**config.mk**
```make
export PLATFORM = sky130hd
export DESIGN_NAME = bwtm_back
export DESIGN_NICKNAME = d
export VERILOG_FILES = /design/src/rtl/bwtm_pkg.sv /design/src/rtl/bwtm_back.sv
export SDC_FILE = /design/constraint.sdc
export NUM_CORES = 1
export LEC_CHECK = 0
export ABC_AREA = 1
export ABC_CLOCK_PERIOD_IN_PS = 2200
export BUFFER_PORTS_ARGS = -buffer_cell sky130_fd_sc_hd__buf_2
export CAP_MARGIN = 30
export CELL_PAD_IN_SITES_DETAIL_PLACEMENT = 1
export CELL_PAD_IN_SITES_GLOBAL_PLACEMENT = 1
export CORE_ASPECT_RATIO = 0.6
export CORE_UTILIZATION = 17
export DETAILED_ROUTE_END_ITERATION = 6
export PLACE_DENSITY_LB_ADDON = 0.1
export SLEW_MARGIN = 40
export SYNTH_ARGS = -nofsm -noshare
export SYNTH_HDL_FRONTEND = slang
export SYNTH_SLANG_ARGS = --single-unit
```
**constraint.sdc**
```tcl
create_clock -name clk -period 2.2 [get_ports clk]
set_clock_uncertainty 0.05 [all_clocks]
set_input_delay 0.44 -clock clk [delete_from_list [all_inputs] [get_ports clk]]
set_output_delay 0.44 -clock clk [all_outputs]
set_load 0.05 [all_outputs]
```
**src/rtl/bwtm_pkg.sv**
```systemverilog
// Shared types and constants for the binary window template matcher.
// No dependencies; every other file in rtl/ imports this package.
package bwtm_pkg;

  localparam int SIDE   = 8;
  localparam int WIN_W  = SIDE * SIDE;
  localparam int COORD_W = 10;
  localparam int GRID_W = 11;
  localparam int SHAPE_W = 4;
  localparam int CFG_IDX_W = 3;
  localparam int CFG_DATA_W = 64;
  localparam int QDEPTH = 4;
  localparam int QPTR_W = 2;

  localparam logic [CFG_IDX_W-1:0] REG_TEMPLATE     = 3'd0;
  localparam logic [CFG_IDX_W-1:0] REG_SHAPE_WIDTH  = 3'd1;
  localparam logic [CFG_IDX_W-1:0] REG_SHAPE_HEIGHT = 3'd2;
  localparam logic [CFG_IDX_W-1:0] REG_GRID_WIDTH   = 3'd3;
  localparam logic [CFG_IDX_W-1:0] REG_GRID_HEIGHT  = 3'd4;

  typedef struct packed {
    logic [WIN_W-1:0]   expect_bits;
    logic [WIN_W-1:0]   care_mask;
    logic [SHAPE_W-1:0] w;
    logic [SHAPE_W-1:0] h;
    logic [SHAPE_W-1:0] off_x;
    logic [SHAPE_W-1:0] off_y;
    logic [GRID_W-1:0]  gw;
    logic [GRID_W-1:0]  gh;
  } cfg_t;

  typedef struct packed {
    logic [COORD_W-1:0] y;
    logic [COORD_W-1:0] x;
  } hit_t;

endpackage

```
**src/rtl/bwtm_back.sv**
```systemverilog
// Back end: turns a match corner into the window center and holds the output word.
// Depends on bwtm_pkg.
module bwtm_back (
  input  logic                           clk,
  input  logic                           rst,
  input  bwtm_pkg::cfg_t                 cfg,
  input  logic                           in_valid,
  input  bwtm_pkg::hit_t                 in_data,
  output logic                           pop,
  output logic                           out_valid,
  input  logic                           out_ready,
  output logic [bwtm_pkg::COORD_W-1:0]   center_x,
  output logic [bwtm_pkg::COORD_W-1:0]   center_y
);
  import bwtm_pkg::*;

  logic load;

  assign load = in_valid && (!out_valid || out_ready);
  assign pop  = load;

  always_ff @(posedge clk) begin
    if (rst) begin
      out_valid <= 1'b0;
    end else if (load) begin
      out_valid <= 1'b1;
    end else if (out_ready) begin
      out_valid <= 1'b0;
    end
  end

  always_ff @(posedge clk) begin
    if (load) begin
      center_x <= in_data.x - COORD_W'(cfg.off_x);
      center_y <= in_data.y - COORD_W'(cfg.off_y);
    end
  end

endmodule

```
=== Word-level counts from Yosys, hierarchy flattened ===
Cells that the tools add are included.
W data, S select, Z words.

* $add $sub $neg: 2
* Muxes and demuxes: 2
* Reduce and logical (&&, ||, !) cells: 4

{| class="wikitable"
|+ Operators with widths
! kind !! number
|-
| $sub A10 B4 Y10 || 2
|-
| $mux W1 || 2
|-
| $reduce_bool A2 Y1 || 1
|-
| $logic_and A1 B1 Y1 || 1
|-
| $logic_not A1 Y1 || 1
|-
| $logic_or A1 B1 Y1 || 1
|}

* Register bits after elaboration: 21
* Bits of input ports: 190
* Word-level logic and storage cells: 11

=== Logic depth before layout (Yosys ltp) ===
* Word-level depth: 4
* Depth in mapped cells: 11

=== Worst setup path before layout ===
OpenSTA, ideal clock, no wires.

* Path type: flip-flop to output port
* From: register out_valid
* To: output port pop
* Data arrival time: 2.288 ns
* Path slack: -0.578 ns
* Cell stages (with the launch flop): 2
* Buffers on the path: 0
* Path through: dfxtp_1 > a21oi_1

* Longest elaborated chain between the ends: 3

{| class="wikitable"
|+ Ends and longest elaborated chain
! element !! RTL line !! RTL
|-
| from (decl) || bwtm_back.sv:10 || <nowiki>output logic out_valid,</nowiki>
|-
| from (signal assigned) || bwtm_back.sv:24 || <nowiki>out_valid <= 1'b0;</nowiki>
|-
| from (signal assigned) || bwtm_back.sv:26 || <nowiki>out_valid <= 1'b1;</nowiki>
|-
| from (signal assigned) || bwtm_back.sv:28 || <nowiki>out_valid <= 1'b0;</nowiki>
|-
| $logic_not A1 Y1 || bwtm_back.sv:19 || <nowiki>assign load = in_valid && (!out_valid || out_ready);</nowiki>
|-
| $logic_or A1 B1 Y1 || bwtm_back.sv:19 ||
|-
| $logic_and A1 B1 Y1 || bwtm_back.sv:19 ||
|-
| to (decl) || bwtm_back.sv:9 || <nowiki>output logic pop,</nowiki>
|}

No other way between the ends.

=== Worst setup path after layout ===
* From: input port in_data[10] (netlist name)
* To: register center_y[8] (netlist name) (data pin)

* Longest elaborated chain between the ends: 1

{| class="wikitable"
|+ Ends and longest elaborated chain
! element !! RTL line !! RTL
|-
| from (decl) || bwtm_back.sv:8 || <nowiki>input bwtm_pkg::hit_t in_data,</nowiki>
|-
| $sub A10 B4 Y10 || bwtm_back.sv:35 || <nowiki>center_y <= in_data.y - COORD_W'(cfg.off_y);</nowiki>
|-
| to (signal assigned) || bwtm_back.sv:35 ||
|-
| to (decl) || bwtm_back.sv:13 || <nowiki>output logic [bwtm_pkg::COORD_W-1:0] center_y</nowiki>
|}

No other way between the ends.
A chain may end at the register's enable or synchronous reset.

==> results.cfg <==
[timing]
slew_viol_final = 0
slew_headroom_pct = 80.50
fin_crit_ps = 1814
finalSetupTns_ps = 0
hold_viol = 0
max_freq_mhz = 551.3
setup_viol = 0
fin_crit_sh_pct = 82.45
rsz0062_at_grt = no
tightest_slew_ps = 292.5

[logic_synthesis]
yosys.area_share.adder_pct = 10.58
syn_nets = 345
synth.area.mux_share_pct = 0
synth_top_family_by_area = simple AND/OR/NAND/NOR gates
yosys.area_share.simple_pct = 25.97
synth_compound_area_share_pct = 3.211
yosysWarnings = 0
ys_types = 22
synth-xor-area-share_pct = 4.627
synth.cell_area_um2 = 1325
ys_seq_area_share_pct = 46.84
syn_inst = 145
syn_avg_cell_area_um2 = 9.138
ys_ff_latch = 21

[pwr]
ir_worst_vdd_mv = 0.2777
powerDensity_nw_per_um2 = 688.6
leakagePower_uw = 0.0008978

[clock_network]
clock_path_buffers = 2
clock_latency_ps = 250
cts_setup_buffers = 0
ctsHoldBuffers = 0
cts_tree = yes
cts_resized = 0
cts_sinks = 21
htree_levels = 1
clk_pin_slew_ps = 60
numCtsBuffers = 3
cts_root_buf = clkbuf_16

[worst_setup_path]
crit_path_start_kind = input pin
cp-startpoint = in_data[10]
reg2reg_from = out_valid
cp.arrival_ps = 1770
endpoint = center_y[8]
path_max_fanout = 3
rr_worst_depth = 2
critical_path_class = in -> reg
crit_required_ps = 2160
r2r-end = center_x[6]
r2r_slack_ps = 1030
endpoint_kind = flip-flop

[cells_and_area]
multi_input_area_um2 = 591.8
diodes = 0
final_common_cell = buf_2
area_delta_synth_final_pct = 36.73
fillers = 900
layout_common_cells = buf_2 (53), nand2_1 (40), inv_1 (23)
stdcell_area_um2 = 1812
seq_area_um2 = 620.6
finalNetCount = 404
drive_gt1_share_pct = 39.41

[floorplanning]
die_area_um2 = 8163
num_io_pins = 212
num_rows = 24
fp.dieH_um = 70.39
core_um2 = 7387
initial_core_util_pct = 17.94
die_width_um = 116.0

[global_routing]
track_usage_pct = 8.843
overflow = 0
grt_pass1_vias = 1130
grt_pass1_wl_mm = 5.430
antenna_found_initial = 0
grt_max_degree = 21

[detailed_routing]
drc = 0
drtPass1Iterations = 4
vias = 1103
drtAntennaViolNets = 0
vias_per_cell = 3.593
drt_iter0_markers = 30
wirelength_mm = 3.270
wl_per_cell_um = 10.65

[placement]
portBuffers = 53
place.gp.congestion = 0.6713
post_dp_cell_area_um2 = 1732
dp_hpwl_mm = 2.724

[job]
maxCapViolations = 0

[hold_path]
hold_path_class = in -> reg
min_path_cells = 2

[status]
status = finished clean
cell usage after synthesis:
library cell	instances	share of area, %
ha_1	8	7.6
nand4_1	4	1.9
nor3_1	1	0.38
nor2_1	5	1.4
nor2_4	2	1.7
fa_1	2	3.0
nand2_1	40	11
xor2_1	7	4.6
nor2_2	1	0.47
o21ai_2	1	0.66
o21ai_1	1	0.38
inv_2	8	2.3
inv_1	23	6.5
a21oi_2	1	0.66
nor2_8	1	1.5
nand3_2	3	2.3
dfxtp_1	1	1.5
or2_1	1	0.47
a21oi_1	4	1.5
nand3_1	7	2.6
edfxtp_1	20	45
nand2_2	4	1.9
registers in the layout, indices dropped and copies added (netlist names):
name	count
center_x	10
center_y	10
out_valid	1
worst min path at each step:
stage | start | endpoint | slack (ps)
after floorplan | rst | out_valid | 460
after global routing | rst | out_valid | 290
after global placement | out_valid | out_valid | 450
after CTS | rst | out_valid | 270
final | rst | out_valid | 280
after detailed placement | out_valid | out_valid | 430
where the power goes:
part / total (µW) / switching [µW] / leakage, µW / internal (µW)
logic: 353 / 255 / 0.000655 / 98.0
clock network: 400 / 156 / 0.0000409 / 245
registers: 494 / 7.89 / 0.000202 / 486
total: 1250 / 419 / 0.000898 / 829
critical path: stages:
cell and delay (ps):
buf_2 90, inv_1 60, ha_1 150, inv_1 90, fa_1 410, nand2_1 80
nand2_1 70, nand2_1 130, nand2_2 80, o21ai_2 100, nand2_1 60
stage by stage:
step	hold slack [ps]	util (%)	power, µW	worst slack (ps)	instances
3_3_place_gp	449.0	23.44	865.6	63.20	303
3_5_place_dp	431.2	23.44	864.1	67.57	303
5_1_grt	288.5	24.53	1320	246.0	307
2_1_floorplan	459.1	-	761.8	156.6	145
4_1_cts	273.8	24.53	1276	341.8	307
6_report	280.6	24.53	1248	386.0	307
cell type report:
type | count | area share, %
clock inverter | 1 | 0.2762
sequential | 21 | 34.25
multi-input combinational | 93 | 32.67
tap | 104 | 7.182
clock buffer | 3 | 4.144
timing repair buffer | 54 | 15.06
inverter | 31 | 6.423
metal layers:
layer / vias up / wire length (µm) / track usage [%]
met5: - / 0 / 0
met4: 0 / 24 / 1.709
met3: 2 / 110 / 2.691
met2: 22 / 1488 / 14.48
met1: 503 / 1647 / 11.45
li1: 576 / - / -
cell families (layout without fill, tap and decap cells):
kind of cell / after synthesis / count (layout)
flip-flops: 21 / 21
adder cells (fa/ha/maj): 10 / 10
AND/OR/NAND/NOR: 69 / 69
XOR/XNOR: 7 / 7
buffers and inverters: 31 / 89
AO/OA/AOI/OAI: 7 / 7
Power figures use the tool's default switching activity.
