--- src/rtl/bwtm_pkg.sv ---
// Shared types and constants for the binary window template matcher.
// No dependencies; every other file in rtl/ imports this package.
package bwtm_pkg;

  localparam int SIDE   = 8;
  localparam int WIN_W  = SIDE * SIDE;
  localparam int COORD_W = 10;
  localparam int GRID_W = 11;
  localparam int SHAPE_W = 4;
  localparam int CFG_IDX_W = 3;
  localparam int CFG_DATA_W = 64;
  localparam int QDEPTH = 4;
  localparam int QPTR_W = 2;

  localparam logic [CFG_IDX_W-1:0] REG_TEMPLATE     = 3'd0;
  localparam logic [CFG_IDX_W-1:0] REG_SHAPE_WIDTH  = 3'd1;
  localparam logic [CFG_IDX_W-1:0] REG_SHAPE_HEIGHT = 3'd2;
  localparam logic [CFG_IDX_W-1:0] REG_GRID_WIDTH   = 3'd3;
  localparam logic [CFG_IDX_W-1:0] REG_GRID_HEIGHT  = 3'd4;

  typedef struct packed {
    logic [WIN_W-1:0]   expect_bits;
    logic [WIN_W-1:0]   care_mask;
    logic [SHAPE_W-1:0] w;
    logic [SHAPE_W-1:0] h;
    logic [SHAPE_W-1:0] off_x;
    logic [SHAPE_W-1:0] off_y;
    logic [GRID_W-1:0]  gw;
    logic [GRID_W-1:0]  gh;
  } cfg_t;

  typedef struct packed {
    logic [COORD_W-1:0] y;
    logic [COORD_W-1:0] x;
  } hit_t;

endpackage

--- src/rtl/bwtm_fifo.sv ---
// Short queue of match corners between front and back ends.
// Depends on bwtm_pkg.
module bwtm_fifo (
  input  logic           clk,
  input  logic           rst,
  input  logic           push,
  input  bwtm_pkg::hit_t push_data,
  output logic           full,
  input  logic           pop,
  output logic           not_empty,
  output bwtm_pkg::hit_t pop_data
);
  import bwtm_pkg::*;

  hit_t              slots [QDEPTH];
  logic [QPTR_W-1:0] wr_ptr, rd_ptr;
  logic [QPTR_W:0]   count;
  logic              do_push, do_pop;

  assign full      = count == (QPTR_W+1)'(QDEPTH);
  assign not_empty = count != '0;
  assign do_push   = push && !full;
  assign do_pop    = pop && not_empty;
  assign pop_data  = slots[rd_ptr];

  always_ff @(posedge clk) begin
    if (rst) begin
      wr_ptr <= '0;
      rd_ptr <= '0;
      count  <= '0;
    end else begin
      if (do_push) wr_ptr <= wr_ptr + QPTR_W'(1);
      if (do_pop)  rd_ptr <= rd_ptr + QPTR_W'(1);
      case ({do_push, do_pop})
        2'b10:   count <= count + (QPTR_W+1)'(1);
        2'b01:   count <= count - (QPTR_W+1)'(1);
        default: ;
      endcase
    end
  end

  always_ff @(posedge clk) begin
    if (do_push) slots[wr_ptr] <= push_data;
  end

endmodule

--- config.mk ---
export PLATFORM = sky130hd
export DESIGN_NAME = bwtm_fifo
export DESIGN_NICKNAME = d
export VERILOG_FILES = /design/src/rtl/bwtm_pkg.sv /design/src/rtl/bwtm_fifo.sv
export SDC_FILE = /design/constraint.sdc
export NUM_CORES = 1
export LEC_CHECK = 0
export BUFFER_PORTS_ARGS = -buffer_cell sky130_fd_sc_hd__clkbuf_2
export CAP_MARGIN = 15
export CORE_ASPECT_RATIO = 1.1
export CORE_UTILIZATION = 51
export DETAILED_ROUTE_END_ITERATION = 10
export PLACE_DENSITY_LB_ADDON = 0.3
export SETUP_SLACK_MARGIN = 0.02
export SYNTH_ARGS = -nofsm -noshare
export SYNTH_HDL_FRONTEND = slang
export SYNTH_SLANG_ARGS = --single-unit
export TNS_END_PERCENT = 30
--- constraint.sdc ---
create_clock -name clk -period 2 [get_ports clk]
set_input_delay 0.2 -clock clk [delete_from_list [all_inputs] [get_ports clk]]
set_output_delay 0.2 -clock clk [all_outputs]
set_load 0.02 [all_outputs]
# Word level (Yosys, flattened, before mapping)
# Memories as Yosys holds them, arrays and structs flattened. A register that Yosys moved wholly into a read port is not among the register bits.
# Cells that the tools add are included.
dict set report totals {
  regBits 7
  mem_bits_rw 80
  in_bits 24
  out_inout_bits 22
  n_memories 1
}
# memory depth word_bits rd rd_clocked_by_memory_dff wr line_no
set mem_list {}
lappend mem_list {slots 4 20 1 1 1 bwtm_fifo.sv:15} ;# hit_t slots [QDEPTH];
dict set report classes {
  n_addsub 4
  eq_ne 3
  mux 5
  reduce_logical 5
}
# cell n
set ops {}
lappend ops {{3-bit one-hot mux with 2 select lines} 1}
lappend ops {{2-bit by 1-bit adder with 2-bit output, second input constant} 2}
lappend ops {{2-bit 2-to-1 mux} 2}
lappend ops {{3-bit by 1-bit adder with 3-bit output, second input constant} 1}
lappend ops {{3-bit == test, second input constant} 1}
lappend ops {{3-bit nonzero test} 1}
lappend ops {{3-bit by 1-bit subtractor with 3-bit output, second input constant} 1}
lappend ops {{2-bit by 1-bit == test with 1-bit output, second input constant} 1}
lappend ops {{2-bit == test, second input constant} 1}
lappend ops {{1-bit logical AND} 2}
lappend ops {{1-bit 2-to-1 mux} 2}
lappend ops {{2-bit nonzero test} 1}
lappend ops {{1-bit zero test} 1}

# Longest topological paths before layout
dict set report depth {
  word_depth 5
  ltp_mapped 9
  ltp_nobuf 9
}

# Worst setup path before layout
# OpenSTA, ideal clock, no wires.
dict set report synth_timing {
  path_type {register to register}
  startpoint {register count[2]}
  endpoint {register count[2]}
  setup_time_ns 0.070
  arrival_ns 2.122
  t_required_ns 1.930
  setup_slack_ns -0.192
  path_stages_with_launch 10
  n_path_buf 0
  period_less_slack_ns 2.192
  path_cell_list {dfxtp_1 > nor3b_2 > nor2_2 > inv_1 > ha_1 > inv_1 > fa_1 > xor2_1 > or3_1 > a21oi_1}
}
dict set report synth_via {
  elab_chain_len 5
  elab_cells_between_ends 11
}
# item line_no
set synth_rtl {}
lappend synth_rtl {{start, declared} bwtm_fifo.sv:17} ;# logic [QPTR_W:0] count;
lappend synth_rtl {{start signal, assigned} bwtm_fifo.sv:35} ;# 2'b10: count <= count + (QPTR_W+1)'(1);
lappend synth_rtl {{start signal, assigned} bwtm_fifo.sv:36} ;# 2'b01: count <= count - (QPTR_W+1)'(1);
lappend synth_rtl {{3-bit == test *} bwtm_fifo.sv:20} ;# assign full = count == (QPTR_W+1)'(QDEPTH);
lappend synth_rtl {{net full} bwtm_fifo.sv:8} ;# output logic full,
lappend synth_rtl {{1-bit zero test *} bwtm_fifo.sv:22} ;# assign do_push = push && !full;
lappend synth_rtl {{1-bit logical AND *} bwtm_fifo.sv:22}
lappend synth_rtl {{2-bit by 1-bit == test with 1-bit output or 2-bit == test (tied branches)} bwtm_fifo.sv:34} ;# case ({do_push, do_pop})
lappend synth_rtl {{3-bit one-hot mux with 2 select lines or 2-bit nonzero test (tied branches)} n/a}
# The timed path passes the listed nets; every way through them passes the cells marked *.
# A chain may end at the register's enable or synchronous reset.

# Worst setup path after layout
dict set report layout_timing {
  startpoint {register count[0]}
  endpoint {register count[2]}
}
dict set report layout_via {
  elab_chain_len 5
  elab_cells_between_ends 11
}
# item line_no
set layout_rtl {}
lappend layout_rtl {{3-bit == test} bwtm_fifo.sv:20}
lappend layout_rtl {{1-bit zero test} bwtm_fifo.sv:22}
lappend layout_rtl {{1-bit logical AND} bwtm_fifo.sv:22}
lappend layout_rtl {{2-bit by 1-bit == test with 1-bit output or 2-bit == test (tied branches)} bwtm_fifo.sv:34}
lappend layout_rtl {{3-bit one-hot mux with 2 select lines or 2-bit nonzero test (tied branches)} n/a}
# Parallel ways exist; a longest one is shown, timed or not.

==> summary.md <==
| Metric | Value |
|---|---|
| TritonCTS Sinks | `slightly below 90` |
| Worst-path fanout max | `5` |
| Critical Path AT | `2.19 ns` |
| TritonCTS buffer count | `9` |
| Maxcap violations | `0` |
| Antenna-violating nets left | `0` |
| Setup crit start kind | `flop` |
| Synth Warn # | `0` |
| Top cell type's share of synthesized area | `just over 70%` |
| Max stage delay on crit path | `approximately 0.37 ns` |
| Final cell count without fillers | `306` |
| I/O Pins | `46` |
| First-pass GRT wire length | `8500 um` |
| Initial DRT Pass Iterations | `4` |
| Area Overhead vs Synth | `19.12%` |
| Top area cells in the synthesized netlist | `edfxtp_1, mux4_2, dfxtp_1` |
| Worst vdd ir | `0.7200 mV` |
| CTS H-tree depth | `3` |
| RSZ-0062 raised after global routing | `true` |
| Antenna diodes | `0` |
| Fmax | `between 500 and 600 MHz` |
| Pre-CTS setup slack | `0.01854 ns` |
| Area of the multi-input gates | `around 730 um^2` |
| Final period utilization | `between 90% and 100%` |
| GR peak layer | `met2` |
| Global placement routability congestion | `around 0.67` |
| CTS tree | `yes` |
| CP endpoint kind | `flop` |
| Share of layout cells above drive strength 1 | `between 40% and 50%` |
| Port Buffers | `45` |
| Vias/cell | `between 5 and 6` |
| Critical Path RT | `about 2.3 ns` |
| Yosys cell types | `23` |
| Die Area | `approximately 6900 um^2` |
| Leak Pwr | `1.412 nW` |
| Fillcell total | `about 440` |
| Sequential area share after synthesis | `between 70% and 80%` |
| Avg WL per Cell | `17.79 um` |
| Final min period | `roughly 1.9 ns` |
| Final Skew | `between 0.01 and 0.015 ns` |
| Die X-Extent | `between 70 and 80 um` |
| Vias in the first global route | `1727` |
| Hold-fix buffers, CTS | `0` |
| Root buffer cell | `clkbuf_8` |
| DR DRC count | `0` |
| Final Hold Fails | `0` |
| All-layer global routing usage | `17.85%` |
| Instance count of the mapped netlist | `~160` |
| Flops & latches, synth | `slightly below 90` |
| Largest net degree at the start of global routing | `21` |
| Synth Cell Area | `3363 um^2` |
| Total power | `about 5.0 mW` |
| Tightest Pin Transition | `approximately 0.33 ns` |
| Power per Cell Area | `between 1000 and 1500 nW/um^2` |
| Via count | `1624` |
| Syn Nets | `around 190` |
| CP max-delay cell | `dfxtp_4` |
| Number of instances in the placed design | `286` |
| Clock Latency Late Sink | `around 0.34 ns` |
| Global-route track usage on met2 | `31.70%` |
| # nets final | `approximately 250` |
| Rows | `30` |
| Slew margin rel. | `between 70% and 80%` |
| GRT overflow | `0` |
| Met3 Usage GRT | `roughly 5.4%` |
| Final worst slack | `about 0.09 ns` |
| Detailed Place HPWL | `between 3000 and 4000 um` |
| Hold WC Path Type | `in -> reg` |
| Core Region | `between 6000 and 7000 um^2` |
| DRT Wirelength | `about 5400 um` |
| Met1 Usage GRT | `approximately a fifth` |
| Most frequent CP cell | `inv_1` |
| Clock transition at path regs | `0.09 ns` |
| Crit Path Category | `reg -> reg` |
| FF+latch area | `between 2000 and 3000 um^2` |
| Cell breakdown of the critical path | `nor3b_4 > nor2_2 > inv_1 > ha_2 > inv_1 > fa_2 > xor2_1 > or3_1 > a21oi_1` |
| Synth area leader | `edfxtp_1` |
| Run status | `complete, no violations` |
| Syn_area_per_cell | `21.56 um^2` |
| Starting density of the core | `a little over half` |
| Die Y | `a little under 90 um` |
| # setup viols final | `0` |
| Max-slew violations | `0` |
| CTS max path bufs | `2` |
| 1st-iter DRT viols | `79` |
| Initial antenna violation count | `0` |
## what timing repair did
| item | 4_1_cts | 5_1_grt |
|---|---|---|
| endpoints found under the setup margin | 1 | 5 |
| pin swaps | 1 | 3 |
| buffers inserted | 1 | 3 |
| resized for setup | 0 | 3 |
## metrics by stage
| step | hold WS [ns] | TNS (ns) | util (%) | instance area, um^2 |
|---|---|---|---|---|
| 2_1_floorplan | 0.2989 | -0.04253 | - | 3379 |
| 3_3_place_gp | 0.4125 | 0 | 59.72 | 3744 |
| 3_5_place_dp | 0.4231 | 0 | 59.72 | 3744 |
| 4_1_cts | 0.05695 | 0 | 63.43 | 3976 |
| 5_1_grt | 0.04754 | -0.04936 | 63.91 | 4006 |
| 6_report | 0.07140 | 0 | 63.91 | 4006 |
## cell families after synthesis
family	Yosys count	synth area share, %
fa+ha+maj	6	2.455
compound gates	7	1.265
flops	89	76.79
xor+xnor	4	1.042
simple gates	17	2.902
buf+inv	12	1.860
mux	21	13.69
## cell usage in the layout, fill, tap and decap left out, types with 2 or more instances in the layout
cell type,instances
or3_1,3
nor2_1,6
clkbuf_8,9
buf_4,13
clkbuf_2,45
dfxtp_4,2
a21oi_1,3
ha_1,4
mux4_2,20
bufinv_16,2
o21ai_0,2
inv_6,2
dfxtp_1,6
xor2_1,3
and2_1,4
inv_1,6
clkinvlp_4,2
edfxtp_1,80
nand2b_1,2
## per-layer routing
metal  up-vias  routed length, um  share of wire, %
li1        754                  -                 -
met1       810               2040                37
met2        52               3061                56
met3         8                255               4.7
met4         0                 86               1.6
met5         -                  0                 0
## flip-flops by register name, indices dropped and copies added, names as in the netlist, named ones only
| register | flops |
|---|---|
| wr_ptr | 2 |
| count | 3 |
| rd_ptr | 2 |
| slots | 80 |
## report_power, final
part | internal, mW | leakage [nW] | total (mW) | switching (mW)
combinational | 0.634 | 0.496 | 1.39 | 0.758
clock | 0.713 | 0.106 | 1.32 | 0.606
sequential | 2.24 | 0.810 | 2.33 | 0.0923
total | 3.59 | 1.41 | 5.04 | 1.46
## layout make-up
type	instances	area share [%]
tap	80	2.498
sequential	89	64.68
multi-input combinational	55	18.21
inverter	7	0.6558
clock buffer	9	3.092
timing repair buffer	59	8.339
clock inverter	7	2.530
## critical path, delay by kind of cell, from the launching register on
kind            cells  cell delay [ns]
simple gates        3             0.58
fa+ha+maj           2             0.50
flops               1             0.37
xor+xnor            1             0.15
compound gates      1             0.14
buf+inv             2             0.11
## synthesized netlist by cell type (all sizes together)
master,instances
mux4,20
dfxtp,9
ha,5
nor3b,1
and2,4
nand2b,2
mux2i,1
xor2,3
fa,1
inv,7
o21ai,2
o311ai,1
buf,5
a21oi,3
edfxtp,80
o31a,1
or3,3
xnor2,1
nor2,7
## final timing paths
kind,from,end,slack (ns),depth (start not counted)
hold / removal,push_data[4],slots[2][4]$_DFFE_PP_,0.07,1
setup reg to reg,count[0]$_SDFFE_PP0P_,count[2]$_SDFFE_PP0P_,0.09,9
hold reg to reg,count[2]$_SDFFE_PP0P_,count[2]$_SDFFE_PP0P_,0.53,2
setup / recovery,count[0]$_SDFFE_PP0P_,count[2]$_SDFFE_PP0P_,0.09,9
No activity file was read; power rests on OpenSTA's default activity.
